**config.mk**
```make
export PLATFORM = sky130hd
export DESIGN_NAME = duplicate_request_reply_cache
export DESIGN_NICKNAME = d
export VERILOG_FILES = /design/src/sv/drrc_pkg.sv /design/src/sv/drrc_ram.sv /design/src/sv/drrc_scan.sv /design/src/sv/duplicate_request_reply_cache.sv
export VERILOG_INCLUDE_DIRS = /design/src /design/src/sv
export SDC_FILE = /design/constraint.sdc
export NUM_CORES = 2
export LEC_CHECK = 0
export BUFFER_PORTS_ARGS = -buffer_cell sky130_fd_sc_hd__buf_4
export CAP_MARGIN = 30
export CORE_MARGIN = 2
export CORE_UTILIZATION = 40
export CTS_BUF_LIST = sky130_fd_sc_hd__clkbuf_2
export DETAILED_ROUTE_END_ITERATION = 10
export GPL_TIMING_DRIVEN = 0
export PLACE_DENSITY = 0.56
export SLEW_MARGIN = 20
export SYNTH_ARGS = -nofsm -noshare
export SYNTH_HDL_FRONTEND = slang
export SYNTH_SLANG_ARGS = --single-unit
```
**constraint.sdc**
```tcl
create_clock -name clk_i -period 8.2 [get_ports clk_i]
set_input_delay 0.41 -clock clk_i [delete_from_list [all_inputs] [get_ports clk_i]]
set_output_delay 0.41 -clock clk_i [all_outputs]
set_load 0.01 [all_outputs]
```
**src/sv/duplicate_request_reply_cache_assert.svh**
```systemverilog
// Assertion macros for the duplicate request reply cache.
`ifndef DUPLICATE_REQUEST_REPLY_CACHE_ASSERT_SVH
`define DUPLICATE_REQUEST_REPLY_CACHE_ASSERT_SVH

// Same-cycle implication, sampled on clk_i, off while rst_ni is low.
`define DRRC_ASSERT_NOW(label, ante, cons) \
  label: assert property (@(posedge clk_i) disable iff (!rst_ni) (ante) |-> (cons)) \
    else $error("drrc assertion failed");

// Next-cycle implication, sampled on clk_i, off while rst_ni is low.
`define DRRC_ASSERT_NEXT(label, ante, cons) \
  label: assert property (@(posedge clk_i) disable iff (!rst_ni) (ante) |=> (cons)) \
    else $error("drrc assertion failed");

`endif

```
**src/sv/drrc_pkg.sv**
```systemverilog
// Types and constants shared by the duplicate request reply cache.
package drrc_pkg;

  localparam int unsigned SLOTS        = 64;
  localparam int unsigned SLOT_IDX_W   = $clog2(SLOTS);
  localparam int unsigned SLOT_FIELD_W = 6;
  localparam int unsigned WORD_W       = 32;

  typedef enum logic [1:0] {
    ACT_DROP_BAD   = 2'd0,
    ACT_REPLAY     = 2'd1,
    ACT_DROP_STALE = 2'd2,
    ACT_EXECUTE    = 2'd3
  } action_e;

  typedef enum logic [1:0] {
    ST_IDLE,
    ST_SCAN,
    ST_RESULT
  } state_e;

  typedef struct packed {
    logic              frame_ok;
    logic [WORD_W-1:0] magic_word;
    logic [WORD_W-1:0] caller_id;
    logic [WORD_W-1:0] seq_number;
  } req_t;

  typedef struct packed {
    action_e                 action;
    logic [SLOT_FIELD_W-1:0] slot_index;
    logic [WORD_W-1:0]       handled_count;
    logic [WORD_W-1:0]       duplicate_count;
  } rsp_t;

  typedef struct packed {
    logic [WORD_W-1:0] client;
    logic [WORD_W-1:0] seq;
  } entry_t;

  typedef struct packed {
    logic                  done;
    logic                  hit;
    logic [SLOT_IDX_W-1:0] hit_idx;
    logic [WORD_W-1:0]     hit_seq;
    logic                  free;
    logic [SLOT_IDX_W-1:0] free_idx;
  } scan_res_t;

endpackage

```
**src/sv/drrc_ram.sv**
```systemverilog
// Generic single-write, single-read RAM with registered read data.
module drrc_ram #(
  parameter int unsigned WIDTH = 8,
  parameter int unsigned DEPTH = 16
) (
  input  logic                     clk_i,
  input  logic                     we_i,
  input  logic [$clog2(DEPTH)-1:0] waddr_i,
  input  logic [WIDTH-1:0]         wdata_i,
  input  logic                     re_i,
  input  logic [$clog2(DEPTH)-1:0] raddr_i,
  output logic [WIDTH-1:0]         rdata_o
);

  logic [WIDTH-1:0] mem_q [DEPTH];

  always_ff @(posedge clk_i) begin
    if (we_i) begin
      mem_q[waddr_i] <= wdata_i;
    end
    if (re_i) begin
      rdata_o <= mem_q[raddr_i];
    end
  end

endmodule

```
**src/sv/drrc_scan.sv**
```systemverilog
// Slot table scanner: walks all slots, finds the client and the lowest free slot.
module drrc_scan import drrc_pkg::*; (
  input  logic                  clk_i,
  input  logic                  rst_ni,
  input  logic                  start_i,
  input  logic [WORD_W-1:0]     caller_id_i,
  input  logic [SLOTS-1:0]      valid_i,
  input  entry_t                rdata_i,
  output logic                  re_o,
  output logic [SLOT_IDX_W-1:0] raddr_o,
  output scan_res_t             res_o
);

  logic                  busy_q, busy_d;
  logic [SLOT_IDX_W-1:0] addr_q, addr_d;
  logic                  chk_q;
  logic [SLOT_IDX_W-1:0] chk_idx_q;
  logic                  hit_q, hit_d;
  logic [SLOT_IDX_W-1:0] hit_idx_q, hit_idx_d;
  logic [WORD_W-1:0]     hit_seq_q, hit_seq_d;
  logic                  free_q, free_d;
  logic [SLOT_IDX_W-1:0] free_idx_q, free_idx_d;
  logic                  done_q;
  logic                  last_addr;
  logic                  slot_v;

  assign last_addr = (addr_q == SLOT_IDX_W'(SLOTS - 1));
  assign slot_v    = valid_i[chk_idx_q];
  assign re_o      = busy_q;
  assign raddr_o   = addr_q;

  always_comb begin
    busy_d     = busy_q;
    addr_d     = addr_q;
    hit_d      = hit_q;
    hit_idx_d  = hit_idx_q;
    hit_seq_d  = hit_seq_q;
    free_d     = free_q;
    free_idx_d = free_idx_q;
    if (start_i) begin
      busy_d = 1'b1;
      addr_d = '0;
      hit_d  = 1'b0;
      free_d = 1'b0;
    end else begin
      if (busy_q) begin
        busy_d = !last_addr;
        addr_d = addr_q + SLOT_IDX_W'(1);
      end
      if (chk_q) begin
        if (slot_v && rdata_i.client == caller_id_i && !hit_q) begin
          hit_d     = 1'b1;
          hit_idx_d = chk_idx_q;
          hit_seq_d = rdata_i.seq;
        end
        if (!slot_v && !free_q) begin
          free_d     = 1'b1;
          free_idx_d = chk_idx_q;
        end
      end
    end
  end

  always_ff @(posedge clk_i or negedge rst_ni) begin
    if (!rst_ni) begin
      busy_q <= 1'b0;
      addr_q <= '0;
      chk_q  <= 1'b0;
      hit_q  <= 1'b0;
      free_q <= 1'b0;
      done_q <= 1'b0;
    end else begin
      busy_q <= busy_d;
      addr_q <= addr_d;
      chk_q  <= busy_q && !start_i;
      hit_q  <= hit_d;
      free_q <= free_d;
      done_q <= chk_q && !start_i && (chk_idx_q == SLOT_IDX_W'(SLOTS - 1));
    end
  end

  always_ff @(posedge clk_i) begin
    chk_idx_q  <= addr_q;
    hit_idx_q  <= hit_idx_d;
    hit_seq_q  <= hit_seq_d;
    free_idx_q <= free_idx_d;
  end

  assign res_o.done     = done_q;
  assign res_o.hit      = hit_q;
  assign res_o.hit_idx  = hit_idx_q;
  assign res_o.hit_seq  = hit_seq_q;
  assign res_o.free     = free_q;
  assign res_o.free_idx = free_idx_q;

endmodule

```
**src/sv/duplicate_request_reply_cache.sv**
```systemverilog
// A well-formed request scans the whole slot table before its reply is loaded; a malformed one skips the scan.
// One transaction at a time: in_ready_o is high only in idle, so throughput is set by the sequential slot table scan
// through the single read port of the entry RAM and by out_ready_i back-pressure.
// Reset (rst_ni low, async): valid bits, victim pointer, counters, magic register cleared.
// Entry RAM is not cleared; entry data is used only behind a set valid bit.
`include "duplicate_request_reply_cache_assert.svh"
module duplicate_request_reply_cache import drrc_pkg::*; (
  input  logic              clk_i,
  input  logic              rst_ni,
  input  logic              cfg_valid_i,
  output logic              cfg_ready_o,
  input  logic [WORD_W-1:0] cfg_data_i,
  input  logic              in_valid_i,
  output logic              in_ready_o,
  input  req_t              in_i,
  output logic              out_valid_o,
  input  logic              out_ready_i,
  output rsp_t              out_o
);

  state_e                state_q, state_d;
  logic [WORD_W-1:0]     magic_q;
  req_t                  req_q;
  logic [SLOTS-1:0]      valid_q;
  logic [SLOT_IDX_W-1:0] evict_q;
  logic [WORD_W-1:0]     handled_q;
  logic [WORD_W-1:0]     dup_q;
  action_e               action_q;
  logic [SLOT_IDX_W-1:0] slot_q;
  logic                  out_valid_q;
  rsp_t                  out_q;

  logic                  in_accept;
  logic                  req_bad;
  logic                  scan_start;
  logic                  decide;
  logic                  load_out;
  logic                  is_replay;
  logic                  is_stale;
  logic                  take_victim;
  logic [SLOT_IDX_W-1:0] exec_slot;
  logic                  ram_we;
  entry_t                ram_wdata;
  logic                  ram_re;
  logic [SLOT_IDX_W-1:0] ram_raddr;
  entry_t                ram_rdata;
  scan_res_t             scan_res;

  assign cfg_ready_o = 1'b1;
  assign req_bad     = !in_i.frame_ok || (in_i.magic_word != magic_q);
  assign in_accept   = in_valid_i && in_ready_o;

  assign is_replay   = scan_res.hit && (req_q.seq_number == scan_res.hit_seq);
  assign is_stale    = scan_res.hit && (req_q.seq_number < scan_res.hit_seq);
  assign take_victim = !scan_res.hit && !scan_res.free;
  assign exec_slot   = scan_res.hit  ? scan_res.hit_idx :
                       scan_res.free ? scan_res.free_idx : evict_q;

  always_comb begin
    state_d = state_q;
    case (state_q)
      ST_IDLE: begin
        if (in_accept) begin
          state_d = req_bad ? ST_RESULT : ST_SCAN;
        end
      end
      ST_SCAN: begin
        if (scan_res.done) begin
          state_d = ST_RESULT;
        end
      end
      ST_RESULT: begin
        if (!out_valid_q || out_ready_i) begin
          state_d = ST_IDLE;
        end
      end
      default: state_d = ST_IDLE;
    endcase
  end

  always_comb begin
    in_ready_o = 1'b0;
    scan_start = 1'b0;
    decide     = 1'b0;
    load_out   = 1'b0;
    case (state_q)
      ST_IDLE: begin
        in_ready_o = 1'b1;
        scan_start = in_valid_i && !req_bad;
      end
      ST_SCAN:   decide   = scan_res.done;
      ST_RESULT: load_out = !out_valid_q || out_ready_i;
      default: ;
    endcase
  end

  assign ram_we          = decide && !is_replay && !is_stale;
  assign ram_wdata.client = req_q.caller_id;
  assign ram_wdata.seq    = req_q.seq_number;

  drrc_ram #(
    .WIDTH($bits(entry_t)),
    .DEPTH(SLOTS)
  ) u_ram (
    .clk_i  (clk_i),
    .we_i   (ram_we),
    .waddr_i(exec_slot),
    .wdata_i(ram_wdata),
    .re_i   (ram_re),
    .raddr_i(ram_raddr),
    .rdata_o(ram_rdata)
  );

  drrc_scan u_scan (
    .clk_i      (clk_i),
    .rst_ni     (rst_ni),
    .start_i    (scan_start),
    .caller_id_i(req_q.caller_id),
    .valid_i    (valid_q),
    .rdata_i    (ram_rdata),
    .re_o       (ram_re),
    .raddr_o    (ram_raddr),
    .res_o      (scan_res)
  );

  always_ff @(posedge clk_i or negedge rst_ni) begin
    if (!rst_ni) begin
      state_q     <= ST_IDLE;
      magic_q     <= '0;
      valid_q     <= '0;
      evict_q     <= '0;
      handled_q   <= '0;
      dup_q       <= '0;
      out_valid_q <= 1'b0;
    end else begin
      state_q <= state_d;
      if (cfg_valid_i && cfg_ready_o) begin
        magic_q <= cfg_data_i;
      end
      if (ram_we) begin
        valid_q[exec_slot] <= 1'b1;
        if (handled_q != '1) begin
          handled_q <= handled_q + WORD_W'(1);
        end
        if (take_victim) begin
          evict_q <= (evict_q == SLOT_IDX_W'(SLOTS - 1)) ? '0 : evict_q + SLOT_IDX_W'(1);
        end
      end
      if (decide && is_replay && dup_q != '1) begin
        dup_q <= dup_q + WORD_W'(1);
      end
      if (load_out) begin
        out_valid_q <= 1'b1;
      end else if (out_ready_i) begin
        out_valid_q <= 1'b0;
      end
    end
  end

  always_ff @(posedge clk_i) begin
    if (in_accept) begin
      req_q    <= in_i;
      action_q <= ACT_DROP_BAD;
      slot_q   <= '0;
    end
    if (decide) begin
      if (is_replay) begin
        action_q <= ACT_REPLAY;
        slot_q   <= scan_res.hit_idx;
      end else if (is_stale) begin
        action_q <= ACT_DROP_STALE;
        slot_q   <= '0;
      end else begin
        action_q <= ACT_EXECUTE;
        slot_q   <= exec_slot;
      end
    end
    if (load_out) begin
      out_q.action          <= action_q;
      out_q.slot_index      <= SLOT_FIELD_W'(slot_q);
      out_q.handled_count   <= handled_q;
      out_q.duplicate_count <= dup_q;
    end
  end

  assign out_valid_o = out_valid_q;
  assign out_o       = out_q;

  `DRRC_ASSERT_NOW(a_done_in_scan, scan_res.done, state_q == ST_SCAN)
  `DRRC_ASSERT_NEXT(a_write_sets_valid, ram_we, valid_q[$past(exec_slot)])
  `DRRC_ASSERT_NOW(a_drop_slot_zero,
    out_valid_o && (out_o.action == ACT_DROP_BAD || out_o.action == ACT_DROP_STALE),
    out_o.slot_index == '0)
  `DRRC_ASSERT_NEXT(a_counts_monotonic, 1'b1,
    handled_q >= $past(handled_q) && dup_q >= $past(dup_q))

endmodule

```
Word-level counts from Yosys, hierarchy flattened --
Memory sizes are Yosys's and may differ from the RTL's. A register that Yosys moved wholly into a read port is not among the register bits. Index checks and enable logic that the tools add are counted.
Cells by class: equal/unequal tests 13, muxes and demuxes 38, order comparisons 4, bitwise gates (word level) 2, add/sub/neg operators 4, reductions and logical operators 42
Operator list (number):
- adder 32 x 1 -> 32 bit, second input constant | 2
- equality test 32 bit | 2
- inequality test 32 bit, second input constant | 2
- OR 64 bit | 1
- 2-to-1 mux 6 bit | 9
- < comparator 32 bit | 1
- inequality test 32 bit | 1
- 2-to-1 mux 1 bit | 19
- equality test 6 bit, second input constant | 3
- logical AND 1 bit | 16
- < comparator 6 x 7 -> 1 bit, second input constant | 2
- 2-to-1 mux 2 bit | 7
- adder 6 x 1 -> 6 bit, second input constant | 2
- nonzero test 2 bit | 6
- zero test 1 bit | 10
- AND reduction 3 bit | 3
- AND reduction 2 bit | 4
- binary-select mux 1 bit (select 6 bit) | 1
- demux 1 bit (select 6 bit) | 1
- >= comparator 6 x 1 -> 1 bit, second input constant | 1
- one-hot mux 2 bit (3 select lines) | 1
- inequality test 2 bit, second input constant | 2
- equality test 2 x 1 -> 1 bit, second input constant | 1
- equality test 2 bit, second input constant | 1
- 4 further kinds | 5
Storage, ports and cells: memories 1, bits in writable memories 4096, register bits 374
Memory list:
- u_ram.mem_q | words 64, bits a word 64, rd ports 1, clocked after memory_dff 1, write ports 1, RTL line drrc_ram.sv:15 | logic [WIDTH-1:0] mem_q [DEPTH];

Logic depth before layout (Yosys ltp) --
depth after elaboration 8, depth in mapped cells 11, gate-level depth less buffers 9

Cells and area by module --
Synthesis repeated with hierarchy kept, for this count alone.
Unflattened totals: cells, all modules 7698, area, all modules 172616.8 um^2
Modules (own cells, without submodules):
- drrc_ram | area each 156989.3 um^2, sequential area each 124919.8 um^2, times used 1, cells each 6598
- duplicate_request_reply_cache | area each 12685.9 um^2, sequential area each 8553.2 um^2, times used 1, cells each 895
- drrc_scan | area each 2941.6 um^2, sequential area each 1716.6 um^2, times used 1, cells each 205

Worst setup path after synthesis --
Ideal clock, no wire load.
path type register to register, start register req_q, in the netlist ram_wdata[14], end memory u_ram.mem_q[56][0] (netlist name) (enable), data arrival time 5895 ps, stages on the path, launching flop included 11, path slack 1819 ps, clock period less this slack 6381 ps, setup time 486 ps, cell sequence edfxtp_1 ha_1 nand4_1 nor4_2 a21boi_0 nor3b_1 a2bb2oi_2 or4_1 clkbuf_2 buf_4 nor2_1
Between the ends: cells in the longest elaborated chain, start to end 7, elaborated cells on any way between the ends 10, classes of those cells order compare (1); eq/ne (1); mux (2); reduce/logical (6)
Ends and longest elaborated chain:
- start, declared | RTL line duplicate_request_reply_cache.sv:23 | req_t req_q;
- start signal, assigned | RTL line duplicate_request_reply_cache.sv:162 | req_q <= in_i;
- parallel branches: the longest is 4 deep, another holds < comparator 32 bit
- logical AND 1 bit (*) | RTL line duplicate_request_reply_cache.sv:97 | assign ram_we = decide && !is_replay && !is_stale;
- 2-to-1 mux 1 bit (*) | RTL line drrc_ram.sv:18 | if (we_i) begin
- 2-to-1 mux 1 bit (not written as such) (*) | RTL line drrc_ram.sv:19 | mem_q[waddr_i] <= wdata_i;
- end, declared | RTL line drrc_ram.sv:15
Every way passes the cells marked *.

Worst setup path in the final report --
start register req_q, in the netlist ram_wdata[29], end memory u_ram.mem_q[55][39] (netlist name) (enable)
The elaborated chain is that of the path after synthesis.

==> qor.csv <==
metric,value,unit
top cell type's share of synthesized area,75.85,%
"Hold Vio Cnt, Final",0,
syn nets,7143,
# Post-CTS Setup Buffers,0,
via count,86700,
minimum clock period,6190,ps
CTS buffer count,1226,
count of state elements after synthesis,4534,
Post-Layout Cell Count,15752,
# rows,240,
max_slew headroom,29.64,%
GRT Max-Usage Layer,met2,
crit path max fanout,25,
vias in the first global route,91438,
R2R depth,15,
"Period Utilization, post-route",75.48,%
Min-Delay Startpoint,in_i[13],
largest net degree at the start of global routing,84,
WP data arrival,7980,ps
CTS H-tree depth,7,
area grow syn2layout,19.04,%
sequential element share of the synthesized area,78.53,%
Max Cap Violations,0,
initial core utilization,40.23,%
Max VDD drop,0.1257,mV
Post-synth top cells,"4348 x edfxtp_1, 1360 x mux4_2, 205 x clkbuf_1, 180 x dfrtp_1, 113 x nor2_1",
Synth area leader,edfxtp_1,
r2r startpoint,ram_wdata[29],
synth unique cells,54,
routability cong.,0.7897,
status,"finished, final reports clean",
RSZ-0062 raised after global routing,no,
layout cells sized above 1,40.75,%
Chip Width,660.0,µm
later-pin clock latency in the skew report,2280,ps
first-pass GRT wire length,660500,µm
nets@finish,9472,
Starting DRT DRC Count,9469,
Place WS,2141,ps
"EDFF count, synth",4348,
final worst slack,2010,ps
DPL Wire Length,322100,µm
Avg Inst Size Synth,24.69,µm²
routed len/inst,29.83,µm
Fillers,35124,
CP Capture Type,flip-flop,
worst slew pin tran,1055,ps
PortBufs,206,
clock buffer depth,5,
Slew Limit Fails,0,
Synth Instances,6973,
CTS tree,built,
M2 GR Usage,35.13,%
crit path kind,reg2reg,
dominant cell by count in the synthesized netlist,edfxtp_1,
all-layer global routing usage,21.72,%
Core Area,427900,µm²
gr ovfl total,0,
final setup TNS,0,ps
Clock Skew,304.8,ps
worst hold path class,in2reg,
worst hold slack,250.6,ps
CP required,9990,ps
"Reg clk slew, reported paths",100,ps
Root Buffer,clkbuf_2,
launch point of the worst path,ram_wdata[29],
Final ANT Viol Nets,0,
Post-Syn Area,172100,µm²
pwr dens,202.8,nW/µm²
TritonCTS Sinks,4534,
Synth Flop Type,edfxtp_1,
maximum clock rate,161.6,MHz
met3 Use GR,4.858,%
vias per cell,5.504,
Critical Path Source Type,flip-flop,
Ys Warns,0,
Synth area leaders,"edfxtp_1 76%, mux4_2 18%, dfrtp_1 2.6%",
residual DRC count,0,
Post-Route WL,470000,µm
final setup vio count,0,
DRT Pass-1 Iters,6,
leak pwr,69.47,nW
DIE AREA,435600,µm²
GR met1 Demand/Resource,28.80,%
Hold Path Stages,4,
die height,660.0,µm
placed cell count,13333,
# IOs,209,
initial antenna violation count,35,
ys async rst share,3.970,%
[final timing paths]
check / to / slack (ps)
worst max register to register: u_ram.mem_q[55][39] / 2010
min in group asynchronous: handled_q[19] / 460
max in group asynchronous: valid_q[49] / 6580
worst min-delay path: ram_wdata[13] / 250
worst max-delay path: u_ram.mem_q[55][39] / 2010
worst min register to register: u_scan.hit_seq_q[2] / 390
[cells in the final DEF (no fill, tap or decap), drive strengths merged, types with 9 or more instances in the layout]
cell,n
mux2,35
ha,36
mux4,1360
xor2,73
clkbuf,1896
nor4,22
xnor2,58
nor3,17
clkinv,226
buf,831
mux2i,9
a21oi,20
inv,57
o21bai,65
dfrtp,180
nand3,45
nand2,59
edfxtp,4348
nor2,113
dlygate4sd3,406
o21ai,17
and3,11
nand4,40
diode,38
bufinv,17
[flip-flops by register name, summed over array words and instances, names as in the netlist, 6 cells and up]
register / cells
u_ram.mem_q: 4096
out_o: 72
ram_wdata: 64
u_ram.rdata_o: 64
valid_q: 64
dup_q: 32
handled_q: 32
magic_q: 32
u_scan.hit_seq_q: 32
evict_q: 6
slot_q: 6
u_scan.chk_idx_q: 6
u_scan.free_idx_q: 6
u_scan.hit_idx_q: 6
u_scan.raddr_o: 6
[metal layers]
| layer | vias up | share of wire [%] |
|---|---|---|
| li1 | 35457 | - |
| met1 | 46616 | 41 |
| met2 | 3877 | 49 |
| met3 | 750 | 7.4 |
| met4 | 0 | 2.8 |
| met5 | - | 0 |
[cells by family (layout without fill, tap and decap cells)]
| family | after synthesis | in the layout | share of synthesized area, % |
|---|---|---|---|
| other cells | 1 | 39 | 0.002178 |
| compound gates | 130 | 130 | 0.5240 |
| buf+inv | 379 | 3433 | 0.9020 |
| xor+xnor | 131 | 131 | 0.6665 |
| flops | 4534 | 4534 | 78.53 |
| simple gates | 358 | 358 | 1.037 |
| mux | 1404 | 1404 | 18.07 |
| fa+ha+maj | 36 | 36 | 0.2617 |
[final cells by class]
class | count | area, µm² | area share, %
inverters | 37 | 138.9 | 0.06777
clock buffers | 1690 | 8458 | 4.128
diodes | 38 | 95.09 | 0.04640
plain buffers | 342 | 1513 | 0.7382
flip-flops and latches | 4534 | 135200 | 65.97
repair buffers | 1101 | 14980 | 7.309
clock inverters | 263 | 1506 | 0.7351
multi-input cells | 2060 | 35920 | 17.53
well taps | 5687 | 7116 | 3.472
[per-stage QoR]
stage	total power [mW]	util, %	cell area (µm²)
6_report	41.56	47.89	204900
5_1_grt	43.28	47.88	204900
4_1_cts	42.02	47.81	204600
3_5_place_dp	26.96	44.52	190500
3_3_place_gp	26.79	42.25	180800
2_1_floorplan	26.42	-	172100
[worst max-delay path, stage by stage, from the launching register on]
cell and delay, ps:
edfxtp_1 640, buf_8 270, buf_8 170, ha_1 310
nand4_1 470, nor4_2 560, buf_4 250, nand3_1 140
o2bb2ai_2 490, nand3_1 490, clkbuf_1 390, buf_6 260
nor2_4 560, buf_16 240, buf_12 210, buf_12 200
[power by group]
part | internal [mW] | total [mW] | switching (mW) | leakage (nW)
registers | 25.5 | 25.6 | 0.130 | 41.6
clock network | 6.01 | 15.0 | 8.95 | 7.79
logic | 0.412 | 0.958 | 0.546 | 20.1
[repair_timing]
action,CTS,global route
hold endpoints to repair,478,0
gates resized for setup,0,0
hold buffers,407,0
No activity file was read; power rests on OpenSTA's default activity.
